==> config.mk <==
export PLATFORM = sky130hd
export DESIGN_NAME = ebml_element_header_parser_flat
export DESIGN_NICKNAME = d
export VERILOG_FILES = /design/src/hw/rtl/ebml_hp_pkg.sv /design/src/hw/rtl/ebml_hp_in_if.sv /design/src/hw/rtl/ebml_hp_out_if.sv /design/src/hw/rtl/ebml_hp_core.sv /design/src/hw/rtl/ebml_element_header_parser.sv /design/src/flat_wrapper.sv
export SDC_FILE = /design/constraint.sdc
export NUM_CORES = 1
export LEC_CHECK = 0
export ABC_CLOCK_PERIOD_IN_PS = 11500
export BUFFER_PORTS_ARGS = -buffer_cell sky130_fd_sc_hd__buf_2
export CORE_ASPECT_RATIO = 1.25
export CORE_UTILIZATION = 25
export CTS_BUF_LIST = sky130_fd_sc_hd__clkbuf_8 sky130_fd_sc_hd__clkbuf_16
export CTS_CLUSTER_DIAMETER = 60
export CTS_CLUSTER_SIZE = 12
export DETAILED_ROUTE_END_ITERATION = 8
export PLACE_DENSITY = 0.52
export SLEW_MARGIN = 5
export SYNTH_ARGS = -nofsm -noshare
export SYNTH_HDL_FRONTEND = slang
export SYNTH_HIERARCHICAL = 1
export SYNTH_SLANG_ARGS = --single-unit
==> constraint.sdc <==
create_clock -name clk -period 11.5 [get_ports clk]
set_input_delay 0.575 -clock clk [delete_from_list [all_inputs] [get_ports clk]]
set_output_delay 0.575 -clock clk [all_outputs]
set_load 0.02 [all_outputs]
==> src/hw/rtl/ebml_hp_pkg.sv <==
package ebml_hp_pkg;

  // field widths of the element header result
  localparam int unsigned IdW      = 32;
  localparam int unsigned IdLenW   = 3;
  localparam int unsigned SizeW    = 56;
  localparam int unsigned SizeLenW = 4;

  // result status codes
  typedef enum logic [1:0] {
    ST_OK        = 2'd0,
    ST_BAD_ID    = 2'd1,
    ST_BAD_SIZE  = 2'd2,
    ST_TRUNCATED = 2'd3
  } status_t;

  // parser phase, one-hot
  typedef enum logic [3:0] {
    PH_IDLE     = 4'b0001,
    PH_ID_REST  = 4'b0010,
    PH_SZ_FIRST = 4'b0100,
    PH_SZ_REST  = 4'b1000
  } phase_t;

  // one parsed header or error
  typedef struct packed {
    status_t               status;
    logic [IdW-1:0]        element_id;
    logic [IdLenW-1:0]     id_length;
    logic [SizeW-1:0]      element_size;
    logic [SizeLenW-1:0]   size_length;
  } result_t;

  // count of leading zero bits in a byte, 8 for zero
  function automatic logic [3:0] lead_zeros8(input logic [7:0] b);
    logic [3:0] n;
    logic       found;
    n     = 4'd0;
    found = 1'b0;
    for (int i = 7; i >= 0; i--) begin
      if (!found && !b[i]) begin
        n = n + 4'd1;
      end else begin
        found = 1'b1;
      end
    end
    return n;
  endfunction

endpackage

==> src/hw/rtl/ebml_hp_in_if.sv <==
interface ebml_hp_in_if;
  logic       valid;
  logic       ready;
  logic [7:0] data_byte;
  logic       end_of_stream;

  modport source (output valid, output data_byte, output end_of_stream, input ready);
  modport sink   (input valid, input data_byte, input end_of_stream, output ready);
endinterface

==> src/hw/rtl/ebml_hp_out_if.sv <==
interface ebml_hp_out_if;
  import ebml_hp_pkg::*;

  logic                valid;
  logic                ready;
  logic [1:0]          status;
  logic [IdW-1:0]      element_id;
  logic [IdLenW-1:0]   id_length;
  logic [SizeW-1:0]    element_size;
  logic [SizeLenW-1:0] size_length;

  modport source (output valid, output status, output element_id, output id_length,
                  output element_size, output size_length, input ready);
  modport sink   (input valid, input status, input element_id, input id_length,
                  input element_size, input size_length, output ready);
endinterface

==> src/hw/rtl/ebml_hp_core.sv <==
module ebml_hp_core #(
  parameter int unsigned MAX_ID_BYTES   = 4,
  parameter int unsigned MAX_SIZE_BYTES = 8
) (
  input  logic                 clk,
  input  logic                 rst_n,
  input  logic                 step,
  input  logic [7:0]           data_byte,
  input  logic                 end_of_stream,
  output logic                 res_valid,
  output ebml_hp_pkg::result_t res
);
  import ebml_hp_pkg::*;

  localparam logic [3:0] MaxIdLen   = 4'(MAX_ID_BYTES);
  localparam logic [3:0] MaxSizeLen = 4'(MAX_SIZE_BYTES);

  phase_t              phase_r, phase_nxt;
  logic [3:0]          bytes_left_r, bytes_left_nxt;
  logic [IdW-1:0]      id_accum_r, id_accum_nxt;
  logic [SizeW-1:0]    size_accum_r, size_accum_nxt;
  logic [IdLenW-1:0]   id_len_r, id_len_nxt;
  logic [SizeLenW-1:0] size_len_r, size_len_nxt;

  logic [3:0]          len;
  logic [3:0]          left;
  logic [IdW-1:0]      id_shift;
  logic [SizeW-1:0]    size_shift;

  assign len        = lead_zeros8(data_byte) + 4'd1;
  assign id_shift   = {id_accum_r[IdW-9:0], data_byte};
  assign size_shift = {size_accum_r[SizeW-9:0], data_byte};

  // next state and result for the byte on the input
  always_comb begin
    phase_nxt      = phase_r;
    bytes_left_nxt = bytes_left_r;
    id_accum_nxt   = id_accum_r;
    size_accum_nxt = size_accum_r;
    id_len_nxt     = id_len_r;
    size_len_nxt   = size_len_r;
    res_valid      = 1'b0;
    res            = '0;
    left           = 4'd0;

    case (phase_r)
      PH_IDLE: begin
        if (data_byte[7:4] == 4'd0 || len > MaxIdLen) begin
          res_valid  = 1'b1;
          res.status = ST_BAD_ID;
        end else begin
          left           = len - 4'd1;
          id_accum_nxt   = {{(IdW-8){1'b0}}, data_byte};
          id_len_nxt     = len[IdLenW-1:0];
          bytes_left_nxt = left;
          phase_nxt      = (left != 4'd0) ? PH_ID_REST : PH_SZ_FIRST;
          if (end_of_stream) begin
            res_valid  = 1'b1;
            res.status = ST_TRUNCATED;
            if (left == 4'd0) begin
              res.element_id = {{(IdW-8){1'b0}}, data_byte};
              res.id_length  = len[IdLenW-1:0];
            end
          end
        end
      end
      PH_ID_REST: begin
        left           = (bytes_left_r != 4'd0) ? bytes_left_r - 4'd1 : 4'd0;
        id_accum_nxt   = id_shift;
        bytes_left_nxt = left;
        if (left == 4'd0) begin
          phase_nxt = PH_SZ_FIRST;
        end
        if (end_of_stream) begin
          res_valid  = 1'b1;
          res.status = ST_TRUNCATED;
          if (left == 4'd0) begin
            res.element_id = id_shift;
            res.id_length  = id_len_r;
          end
        end
      end
      PH_SZ_FIRST: begin
        res.element_id = id_accum_r;
        res.id_length  = id_len_r;
        if (data_byte == 8'd0 || len > MaxSizeLen) begin
          res_valid  = 1'b1;
          res.status = ST_BAD_SIZE;
        end else begin
          left           = len - 4'd1;
          size_accum_nxt = {{(SizeW-8){1'b0}}, data_byte & (8'hFF >> len)};
          size_len_nxt   = len;
          bytes_left_nxt = left;
          phase_nxt      = PH_SZ_REST;
          if (left == 4'd0) begin
            // one-byte size finishes the header
            res_valid        = 1'b1;
            res.status       = ST_OK;
            res.element_size = {{(SizeW-8){1'b0}}, data_byte & (8'hFF >> len)};
            res.size_length  = len;
          end else if (end_of_stream) begin
            res_valid  = 1'b1;
            res.status = ST_TRUNCATED;
          end
        end
      end
      PH_SZ_REST: begin
        left           = (bytes_left_r != 4'd0) ? bytes_left_r - 4'd1 : 4'd0;
        size_accum_nxt = size_shift;
        bytes_left_nxt = left;
        res.element_id = id_accum_r;
        res.id_length  = id_len_r;
        if (left == 4'd0) begin
          res_valid        = 1'b1;
          res.status       = ST_OK;
          res.element_size = size_shift;
          res.size_length  = size_len_r;
        end else if (end_of_stream) begin
          res_valid  = 1'b1;
          res.status = ST_TRUNCATED;
        end
      end
      default: begin
        phase_nxt = PH_IDLE;
      end
    endcase

    // every result returns the parser to idle
    if (res_valid) begin
      phase_nxt      = PH_IDLE;
      bytes_left_nxt = 4'd0;
      id_accum_nxt   = '0;
      size_accum_nxt = '0;
      id_len_nxt     = '0;
      size_len_nxt   = '0;
    end
  end

  // parser state, advanced on each transfer
  always_ff @(posedge clk) begin
    if (!rst_n) begin
      phase_r      <= PH_IDLE;
      bytes_left_r <= 4'd0;
      id_accum_r   <= '0;
      size_accum_r <= '0;
      id_len_r     <= '0;
      size_len_r   <= '0;
    end else if (step) begin
      phase_r      <= phase_nxt;
      bytes_left_r <= bytes_left_nxt;
      id_accum_r   <= id_accum_nxt;
      size_accum_r <= size_accum_nxt;
      id_len_r     <= id_len_nxt;
      size_len_r   <= size_len_nxt;
    end
  end

endmodule

==> src/hw/rtl/ebml_element_header_parser.sv <==
// channel  | dir | payload                                              | handshake
// in_bus   | in  | data_byte, end_of_stream                             | valid/ready
// out_bus  | out | status, element_id, id_length, element_size,        | valid/ready
//          |     | size_length                                          |
//
// one byte per cycle while input is ready; the result for the byte that completes
// a header or hits an error is registered in the output register or the skid entry.
// rst_n is synchronous, active low, and returns the parser to idle with no result held.
// a two-entry result buffer (output register plus skid) keeps input ready while one
// result waits; input stalls only when both entries are full.
module ebml_element_header_parser #(
  parameter int unsigned MAX_ID_BYTES   = 4,
  parameter int unsigned MAX_SIZE_BYTES = 8
) (
  input  logic          clk,
  input  logic          rst_n,
  ebml_hp_in_if.sink    in_bus,
  ebml_hp_out_if.source out_bus
);
  import ebml_hp_pkg::*;

  logic    in_fire;
  logic    out_fire;
  logic    res_valid;
  result_t res;

  logic    out_valid_r, out_valid_nxt;
  logic    skid_valid_r, skid_valid_nxt;
  result_t out_r, out_nxt;
  result_t skid_r, skid_nxt;
  logic    push;

  assign in_bus.ready = !skid_valid_r;
  assign in_fire      = in_bus.valid && in_bus.ready;
  assign out_fire     = out_valid_r && out_bus.ready;
  assign push         = in_fire && res_valid;

  ebml_hp_core #(
    .MAX_ID_BYTES  (MAX_ID_BYTES),
    .MAX_SIZE_BYTES(MAX_SIZE_BYTES)
  ) u_core (
    .clk          (clk),
    .rst_n        (rst_n),
    .step         (in_fire),
    .data_byte    (in_bus.data_byte),
    .end_of_stream(in_bus.end_of_stream),
    .res_valid    (res_valid),
    .res          (res)
  );

  // result buffer: output register with skid entry
  always_comb begin
    out_valid_nxt  = out_valid_r;
    skid_valid_nxt = skid_valid_r;
    out_nxt        = out_r;
    skid_nxt       = skid_r;
    if (skid_valid_r) begin
      if (out_fire) begin
        out_nxt        = skid_r;
        skid_valid_nxt = 1'b0;
      end
    end else if (!out_valid_r || out_fire) begin
      out_valid_nxt = push;
      if (push) begin
        out_nxt = res;
      end
    end else if (push) begin
      skid_valid_nxt = 1'b1;
      skid_nxt       = res;
    end
  end

  always_ff @(posedge clk) begin
    if (!rst_n) begin
      out_valid_r  <= 1'b0;
      skid_valid_r <= 1'b0;
    end else begin
      out_valid_r  <= out_valid_nxt;
      skid_valid_r <= skid_valid_nxt;
    end
  end

  always_ff @(posedge clk) begin
    out_r  <= out_nxt;
    skid_r <= skid_nxt;
  end

  // result port
  assign out_bus.valid        = out_valid_r;
  assign out_bus.status       = out_r.status;
  assign out_bus.element_id   = out_r.element_id;
  assign out_bus.id_length    = out_r.id_length;
  assign out_bus.element_size = out_r.element_size;
  assign out_bus.size_length  = out_r.size_length;

endmodule

==> src/flat_wrapper.sv <==
// flat-port wrapper written by rule: the top's interface ports become plain ports
module ebml_element_header_parser_flat import ebml_hp_pkg::*;
#(
  parameter int unsigned MAX_ID_BYTES   = 4,
  parameter int unsigned MAX_SIZE_BYTES = 8
)
  (clk, rst_n, in_bus_valid, in_bus_data_byte, in_bus_end_of_stream, in_bus_ready, out_bus_valid, out_bus_status, out_bus_element_id, out_bus_id_length, out_bus_element_size, out_bus_size_length, out_bus_ready);
  ebml_hp_in_if in_bus_i ();
  ebml_hp_out_if out_bus_i ();
  input  logic clk;
  input  logic rst_n;
  input wire logic [$bits(in_bus_i.valid)-1:0] in_bus_valid;
  input wire logic [$bits(in_bus_i.data_byte)-1:0] in_bus_data_byte;
  input wire logic [$bits(in_bus_i.end_of_stream)-1:0] in_bus_end_of_stream;
  output wire logic [$bits(in_bus_i.ready)-1:0] in_bus_ready;
  output wire logic [$bits(out_bus_i.valid)-1:0] out_bus_valid;
  output wire logic [$bits(out_bus_i.status)-1:0] out_bus_status;
  output wire logic [$bits(out_bus_i.element_id)-1:0] out_bus_element_id;
  output wire logic [$bits(out_bus_i.id_length)-1:0] out_bus_id_length;
  output wire logic [$bits(out_bus_i.element_size)-1:0] out_bus_element_size;
  output wire logic [$bits(out_bus_i.size_length)-1:0] out_bus_size_length;
  input wire logic [$bits(out_bus_i.ready)-1:0] out_bus_ready;
  assign in_bus_i.valid = in_bus_valid;
  assign in_bus_i.data_byte = in_bus_data_byte;
  assign in_bus_i.end_of_stream = in_bus_end_of_stream;
  assign in_bus_ready = in_bus_i.ready;
  assign out_bus_valid = out_bus_i.valid;
  assign out_bus_status = out_bus_i.status;
  assign out_bus_element_id = out_bus_i.element_id;
  assign out_bus_id_length = out_bus_i.id_length;
  assign out_bus_element_size = out_bus_i.element_size;
  assign out_bus_size_length = out_bus_i.size_length;
  assign out_bus_i.ready = out_bus_ready;
  ebml_element_header_parser #(.MAX_ID_BYTES(MAX_ID_BYTES), .MAX_SIZE_BYTES(MAX_SIZE_BYTES)) u_core (.clk(clk), .rst_n(rst_n), .in_bus(in_bus_i), .out_bus(out_bus_i));
endmodule
## Word-level counts from Yosys, hierarchy flattened

Cells that the tools add are included.

| operators by class | value |
|---|---|
| add/sub/neg operators | 10 |
| $lt $le $gt $ge | 2 |
| equal/unequal tests | 11 |
| shifts and indexed selects | 1 |
| multiplexer cells | 67 |
| bitwise operators | 3 |
| reduce and logical (&&, ||, !) cells | 52 |

Operators with widths:

| operator | number |
|---|---|
| $mux 97 | 4 |
| $pmux 37 s4 | 1 |
| $pmux 60 s2 | 1 |
| $mux 48 | 2 |
| $pmux 48 s2 | 1 |
| $mux 37 | 2 |
| $mux 35 | 2 |
| $mux 4 | 17 |
| $mux 32 | 2 |
| $pmux 32 s2 | 1 |
| $mux 60 | 1 |
| $add 4x1->4 const B | 7 |
| $mux 12 | 2 |
| $reduce_and 3->1 | 6 |
| $mux 1 | 17 |
| $logic_not 1->1 | 16 |
| $pmux 4 s4 | 1 |
| $logic_not 4->1 | 3 |
| $mux 2 | 6 |
| $mux 3 | 4 |
| $pmux 4 s3 | 1 |
| $reduce_bool 4->1 | 3 |
| $mux 11 | 1 |
| $logic_and 1x1->1 | 10 |
| 23 further kinds | 35 |

| storage, ports and cells | value |
|---|---|
| register bits | 291 |
| output and inout bits | 99 |
| logic and storage cells | 164 |

## Depth between registers and ports, before layout

Gate-level depths: netlist of the first run.

| logic depth | value |
|---|---|
| depth after elaboration | 31 |
| depth in mapped cells | 24 |

## By module

The synthesis of the first run kept the hierarchy.

Modules (own cells, without submodules):

| module | instances | cells each | area each (µm²) | seq. area each (µm²) |
|---|---|---|---|---|
| ebml_element_header_parser | 1 | 317 | 7143.1 | 5865.6 |
| ebml_hp_core | 1 | 584 | 5210.0 | 1901.8 |

## Least setup slack after synthesis of the first run

No wires, ideal clock.

| timing | value |
|---|---|
| kind | input -> register |
| from | input port in_bus_data_byte[5] |
| to | register u_core/skid_r[0] in the netlist's numbering, enable pin |
| library setup time | 693 ps |
| arrival time | 11653 ps |
| path slack | -847 ps |
| stages | 23 |
| path buffers | 4 |
| cells stage by stage | buf_2 a21oi_1 ha_1 o31a_1 ha_1 xnor2_1 o21ai_0 ha_1 mux2i_1 o21ai_0 mux2_2 mux2_2 ha_1 clkbuf_1 nor3_1 nor2_1 o2111ai_1 o211a_1 inv_2 buf_6 buf_2 nand3_1 nor3b_1 |

| between the ends | value |
|---|---|
| word-level cells in the longest chain between the ends | 26 |

Ends and longest elaborated chain:

| what | line | text |
|---|---|---|
| start, declared | flat_wrapper.sv:13 | `input wire logic [$bits(in_bus_i.data_byte)-1:0] in_bus_data_byte;` |
| branches (longest 23 deep; another with $add 4x1->4) | - |  |
| $pmux 1 s4 (*) | ebml_hp_core.sv:46 | `case (phase_r)` |
| named net u_core.res_valid | ebml_element_header_parser.sv:24 | `logic res_valid;` |
| $logic_and 1x1->1 (*) | ebml_element_header_parser.sv:36 | `assign push = in_fire && res_valid;` |
| $reduce_and 3->1 (no source line) (*) | - |  |
| end signal, assigned | ebml_element_header_parser.sv:85 | `skid_r <= skid_nxt;` |
| end, declared | ebml_element_header_parser.sv:30 | `result_t skid_r, skid_nxt;` |

Mark *: on every way through the listed nets, which the timed path passes.
A chain may end at the register's enable or synchronous reset.

## Worst setup path in the final report of the first run

| timing | value |
|---|---|
| from | input port in_bus_data_byte[6] |
| to | register u_core.out_r, in the netlist u_core/out_bus.element_size[47], enable pin |

| between the ends | value |
|---|---|
| word-level cells in the longest chain between the ends | 30 |

Ends and longest elaborated chain:

| what | line | text |
|---|---|---|
| branches (longest 26 deep; another with $add 4x1->4) | - |  |
| $pmux 1 s4 (*) | ebml_hp_core.sv:46 |  |
| named net u_core.res_valid | ebml_element_header_parser.sv:24 |  |
| $logic_and 1x1->1 (*) | ebml_element_header_parser.sv:36 |  |
| $reduce_bool 2->1 (no source line) (*) | - |  |
| $reduce_and 3->1 (no source line) (*) | - |  |
| end signal, assigned | ebml_element_header_parser.sv:84 | `out_r <= out_nxt;` |
| end, declared | ebml_element_header_parser.sv:29 | `result_t out_r, out_nxt;` |

Marked as above.

==> results of run 1 <==
## cells by family (layout without fill, tap and decap cells)
family          count (synthesis)  in the layout  share of synthesized area (%)
xor+xnor                        7              7                          0.608
compound gates                207            207                           13.3
mux                           104            104                           9.45
fa+ha+maj                       8              8                          0.810
buf+inv                        79            190                           3.51
flops                         291            291                           62.9
simple gates                  205            205                           9.48
## final timing paths
kind,start,end,slack [ps]
worst max-delay path,in_bus_data_byte[6],u_core/out_bus.element_size[47]$_DFFE_PP_,4970
worst min-delay path,in_bus_valid,u_core/skid_valid_r$_SDFF_PN0_,310
worst max register to register,u_core/u_core/phase_r[0]$_SDFFE_PN1P_,u_core/out_bus.element_size[47]$_DFFE_PP_,6520
worst min register to register,u_core/u_core/size_len_r[0]$_SDFFE_PN0P_,u_core/u_core/size_len_r[0]$_SDFFE_PN0P_,460
## area by class of cell
type                       count  area [um2]  share of cell area [%]
clock buffer                  29         726                    5.07
multi-input combinational    531        4180                    29.2
timing repair buffer         127         676                    4.72
inverter                      11        41.3                   0.289
tap                          644         806                    5.63
sequential                   291        7770                    54.3
clock inverter                23         101                   0.709
## stage by stage
stage	utilization (%)	hold WS (ps)	cells
floorplan	-	427	901
global placement	27.8	441	1604
detailed placement	27.8	448	1604
CTS	29.5	280	1656
global route	29.5	298	1656
finish	29.5	305	1656
## sequential cells by signal (all words and copies together) (netlist names)
| name | flops |
|---|---|
| u_core/out_bus.valid | 1 |
| u_core/out_bus.element_size | 56 |
| u_core/out_bus.id_length | 3 |
| u_core/out_bus.status | 2 |
| u_core/u_core/size_len_r | 4 |
| u_core/skid_r | 97 |
| u_core/u_core/size_accum_r | 48 |
| u_core/u_core/bytes_left_r | 4 |
| u_core/u_core/id_len_r | 3 |
| u_core/out_bus.size_length | 4 |
| u_core/u_core/phase_r | 4 |
| u_core/out_bus.element_id | 32 |
| u_core/skid_valid_r | 1 |
| u_core/u_core/id_accum_r | 32 |
## power groups by stage
stage | logic (mW) | clock network (mW) | registers, mW
after CTS | 0.221 | 0.865 | 1.18
after floorplan | 0.117 | 0 | 1.23
after detailed placement | 0.220 | 0 | 1.20
final | 0.218 | 0.834 | 1.17
after global placement | 0.220 | 0 | 1.20
after global routing | 0.236 | 0.900 | 1.18
## cells in the final DEF (no fill, tap or decap), drive strengths merged, types with 30 or more instances in the layout
| master | netlist | layout |
|---|---|---|
| inv | 10 | 32 |
| mux2 | 101 | 101 |
| nand2 | 43 | 43 |
| o21ai | 30 | 30 |
| buf | 26 | 127 |
| edfxtp | 194 | 194 |
| dfxtp | 97 | 97 |
| a22o | 76 | 76 |
| and3 | 54 | 54 |
## routing by layer
metal / vias up / wire length (um) / part of all wire (%) / GRT usage [%]
met5: - / 20 / 0.064 / 0
met4: 4 / 729 / 2.4 / 3.71
met3: 48 / 1420 / 4.6 / 2.02
met2: 175 / 15700 / 50 / 20.8
met1: 3906 / 13200 / 43 / 14.8
li1: 3692 / - / - / -
## worst max-delay path, cell delays in order
cell and delay, ps:
buf_2 200, inv_1 110, a21oi_1 180, ha_1 280
o31a_1 360, ha_1 330, xnor2_1 130, o21ai_0 270
ha_1 290, mux2i_1 110, o21ai_0 100, mux2_2 290
mux2_2 300, ha_1 470, nor3_1 110, nor2_1 100
o2111ai_1 120, o211a_1 300, inv_2 420, nand3_1 260
a22oi_2 170, buf_4 400, buf_4 750
==> impl_metrics.ini, run 1 <==
[final_layout]
antenna_cells = 0
stdcell_area_um2 = 14300
nets = 1011
syn2layout_area_growth_pct = 15.8
layout-drive-gt1-share_pct = 28.6
fill_cells = 4891

[power_and_ir_drop]
p_int_mw = 1.67
combPwrFrac_pct = 9.8
clkPwrFrac_pct = 37.5
switchingPower_uw = 560
p_per_area_nw_per_um2 = 156
p_seq_share_pct = 52.7
power_mw = 2.23
leakage_nw = 5.50
irDropWorstVdd_mv = 0.0996
p_sw_share_pct = 25.1

[sta]
period_share_pct = 56.8
maxSlewViolCount = 0
worst_slew_pin_slew_ps = 1020
finalSetupViolations = 0
setup_ws_ps = 4970
relSlewSlack_pct = 30.8
fmaxAchievable_mhz = 153
final.min_clock_period_ps = 6530
fin_tns_setup_ps = 0
hold_violations = 0
skew_ps = 17.2
rsz0062_at_grt = no

[cts]
holdBufCountCts = 0
cts-root-buf = clkbuf_16
clk_pin_slew_ps = 60
cts_inserted_buffers = 28
clkSinkCount = 291
htreeDepth = 1
post_cts_resized = 0
clkLatencyLatePin_ps = 550
cts_tree = done
cts_max_path_buffers = 3
postCtsSetupRepairBufs = 0

[synth]
syn_avg_cell_area_um2 = 13.7
synth_area_um2 = 12400
netlist.area_leader.share_pct = 47.2
synth-edff-count = 194
yosys_register_bits = 291
yosysMostFrequentCell = edfxtp_1
synth_warnings = 6
synth_fp_nets = 922
synthFlopType = edfxtp_1
synth_cells = 901
yosysSeqAreaShare_pct = 62.9
synth_common_cells = edfxtp_1, mux2_2, dfxtp_1
yosys-top-cells-area = edfxtp_1, dfxtp_1, mux2_2
synth_cell_types = 67
synth_top_cell_by_area = edfxtp_1
async_reset_ff_share_pct = 0

[placement]
numPortBuffers = 111
post_dp_cell_area_um2 = 13500
dp_slack_ps = 4330
gp_congestion = 0.801
place_hpwl_um = 20500

[worst_setup_path]
worstPathRequired_ps = 11680
startpoint_type = input port
crit_arrival_ps = 6710
worstPathMaxFanout = 66
reg2reg_depth = 10
cp-end-kind = flip-flop
critPathKind = in -> reg

[floorplanning]
num_rows = 90
start_util_pct = 25.5
core-area_um2 = 48500
die-area_um2 = 50300
die_w_um = 201
ios = 112
die_h_um = 251

[routing]
vias_per_cell = 4.73
ant_nets = 0
wirelength_um = 31000
vias = 7825
drt_iter0_drc = 505
drc = 0
drt_first_pass_iters = 5
routedWlPerCell_um = 18.7

[run_status]
outcome = finished clean

[hold_path]
hold_depth = 3
hp-class = in -> reg

[global_routing]
grt_pass1_wl_um = 46900
globalRouteTotalUtil_pct = 11.9
grt_antenna_before_repair = 2
grt_max_degree = 73
gr-total-overflow = 0
grt_pass1_vias = 7698

[job]
drv_cap = 0
Note: power is estimated with default switching activity, not from simulation.
==> run 2: changes to the inputs <==
--- a/config.mk
+++ b/config.mk
@@ -5,7 +5,7 @@
 export SDC_FILE = /design/constraint.sdc
 export NUM_CORES = 1
 export LEC_CHECK = 0
-export ABC_CLOCK_PERIOD_IN_PS = 11500
+export ABC_CLOCK_PERIOD_IN_PS = 6750
 export BUFFER_PORTS_ARGS = -buffer_cell sky130_fd_sc_hd__buf_2
 export CORE_ASPECT_RATIO = 1.25
 export CORE_UTILIZATION = 25
@@ -13,7 +13,7 @@
 export CTS_CLUSTER_DIAMETER = 60
 export CTS_CLUSTER_SIZE = 12
 export DETAILED_ROUTE_END_ITERATION = 8
-export PLACE_DENSITY = 0.52
+export PLACE_DENSITY = 0.5
 export SLEW_MARGIN = 5
 export SYNTH_ARGS = -nofsm -noshare
 export SYNTH_HDL_FRONTEND = slang
==> constraint.sdc (replaced) <==
create_clock -name clk -period 6.75 [get_ports clk]
set_input_delay 0.3375 -clock clk [delete_from_list [all_inputs] [get_ports clk]]
set_output_delay 0.3375 -clock clk [all_outputs]
set_load 0.02 [all_outputs]
==> run 2 against run 1 <==
- clock-buffer cell count is 2 higher
- sequential share of layout area is 0.51 points lower
- die area stayed put
- total power is 73% higher
- utilization is 0.28 points higher
- routed wire length is 0.20% lower
- clock skew is 0.93 ps lower
- via count is 0.43% higher
- final area is 0.94% higher
- final cell count hardly changed
- hold slack worse by 210 ps
- critical path type unchanged
==> impl_metrics.ini, run 2 (same netlist as run 1, synthesis figures left out) <==
[sta]
skew_ps = 16.3
final.min_clock_period_ps = 5140
rsz0062_at_grt = no
worst_slew_pin_slew_ps = 1010
maxSlewViolCount = 0
period_share_pct = 76.2
hold_violations = 0
fmaxAchievable_mhz = 195
relSlewSlack_pct = 32.5
finalSetupViolations = 0
fin_tns_setup_ps = 0

[worst_setup_path]
cp_cell_sequence = buf_2, inv_6, a21oi_2, ha_1, o31a_1, ha_4, xnor2_1, o21ai_1, ha_1, nor2b_1, mux2i_1, mux2_2, mux2i_1, o22a_1, a311oi_1, o211a_1, inv_2, nand3_4, nor3b_4, buf_12
worstPathRequired_ps = 6950
r2r-end = u_core/skid_r[4]$_DFFE_PP_
reg2reg_depth = 9
path_buf_inv = 4
path_delay_family = compound AO/OA/AOI/OAI gates
worst-r2r-setup-slack_ps = 2690
r2r_start = u_core/u_core/phase_r[3]$_SDFFE_PN0P_
worstPathMaxFanout = 68
slowest_delay_ps = 430
cpMaxStageDelayCell = inv_2
startpoint_type = input port
cp-end-kind = flip-flop
critPathKind = in -> reg
crit_arrival_ps = 5340

[floorplanning]
die_w_um = 201
start_util_pct = 25.5
core-area_um2 = 48500
num_rows = 90
ios = 112
die-area_um2 = 50300
die_h_um = 251

[final_layout]
seq_area_um2 = 7770
antenna_cells = 0
nets = 1012
syn2layout_area_growth_pct = 16.9
final_core_util_pct = 29.7
final_cells = 1657
largest_register_ffs = 97
layout_commonest_cell = edfxtp_1
final_cell_mix = edfxtp_1, buf_2, mux2_2, dfxtp_1, a22o_1
fill_cells = 4847
layout-drive-gt1-share_pct = 29.7
multi_input_area_um2 = 4250
largest-register = u_core/skid_r

[cts]
postCtsSetupRepairBufs = 0
cts_max_path_buffers = 3
cts_tree = done
clkLatencyLatePin_ps = 560
holdBufCountCts = 0
clkSinkCount = 291
htreeDepth = 1
post_cts_resized = 0
cts_inserted_buffers = 29
cts-root-buf = clkbuf_16
clk_pin_slew_ps = 60

[routing]
ant_nets = 0
vias = 7859
routedWlPerCell_um = 18.7
vias_per_cell = 4.74
wirelength_um = 31000
drt_first_pass_iters = 5
drc = 0
drt_iter0_drc = 612

[placement]
gp_congestion = 0.843
numPortBuffers = 111
dp_cells = 1604
place_hpwl_um = 20200

[power_and_ir_drop]
p_sw_share_pct = 25.3
p_int_mw = 2.88
p_per_area_nw_per_um2 = 267
combPwrFrac_pct = 9.9
p_seq_share_pct = 51.7
irDropWorstVdd_mv = 0.160
leakage_nw = 5.53
power_mw = 3.86
clkPwrFrac_pct = 38.4
switchingPower_uw = 976

[hold_path]
hold_end = u_core/skid_valid_r$_SDFF_PN0_
hold_depth = 3
hp-class = in -> reg
holdCritStartpoint = in_bus_valid

[global_routing]
grt_antenna_before_repair = 0
grt_pass1_vias = 7656
grt_pass1_wl_um = 46800
globalRouteTotalUtil_pct = 11.8
gr-total-overflow = 0
grt_max_degree = 70

[job]
drv_cap = 0

[run_status]
outcome = finished clean
[run 2: cell types whose count changed in the layout (fill, tap and decap cells not counted), sizes merged]
cell    previous run  this run
clkbuf            29        31
clkinv             2         1
[run 2: final cells by class]
type                    count  area share [%]
clock buffers              31            5.30
repair buffers            127            4.85
well taps                 644            5.58
multi-input cells         531            29.4
inverters                  11           0.321
flip-flops and latches    291            53.8
clock inverters            22           0.676
[run 2: worst max-delay path by stage]
stage,startpoint,endpoint,slack (ps),cells past startpoint
4_1_cts,in_bus_data_byte[6],u_core/out_bus.element_id[28]$_DFFE_PP_,1660,20
2_1_floorplan,in_bus_data_byte[6],u_core/out_bus.element_id[0]$_DFFE_PP_,-390,24
6_report,in_bus_data_byte[6],u_core/skid_r[4]$_DFFE_PP_,1610,20
3_5_place_dp,in_bus_data_byte[6],u_core/skid_r[85]$_DFFE_PP_,1100,20
3_3_place_gp,in_bus_data_byte[6],u_core/skid_r[88]$_DFFE_PP_,1160,20
5_1_grt,in_bus_data_byte[6],u_core/out_bus.element_id[28]$_DFFE_PP_,1330,20
[run 2: routing by layer]
| layer | vias up | track usage (%) | share of wire [%] |
|---|---|---|---|
| li1 | 3711 | - | - |
| met1 | 3862 | 14.9 | 43 |
| met3 | 52 | 1.76 | 4.6 |
| met4 | 0 | 4.62 | 3.0 |
| met5 | - | 0 | 0 |
| met2 | 234 | 20.3 | 50 |
[run 2: power groups by stage]
stage | clock network [mW] | registers [mW] | logic [mW]
2_1_floorplan | 0 | 2.09 | 0.211
3_3_place_gp | 0 | 2.04 | 0.383
3_5_place_dp | 0 | 2.04 | 0.385
4_1_cts | 1.54 | 2.00 | 0.386
5_1_grt | 1.60 | 2.00 | 0.411
6_report | 1.48 | 2.00 | 0.383
[run 2: per-stage QoR]
step | instance area (um2) | setup slack, ps | hold WS, ps
6_report | 14400 | 1610 | 96.5
5_1_grt | 14400 | 1330 | 75.4
4_1_cts | 14400 | 1660 | 59.9
3_5_place_dp | 13600 | 1100 | 441
3_3_place_gp | 13600 | 1160 | 443
2_1_floorplan | 12500 | -389 | 427
[run 2: worst reg2reg max path: cells and delay by family, from the launching register on]
family,cells,cell delay [ps]
AOI/OAI and AO/OA,2,420
buffers and inverters,2,760
and+or+nand+nor,5,1950
DFF,1,460
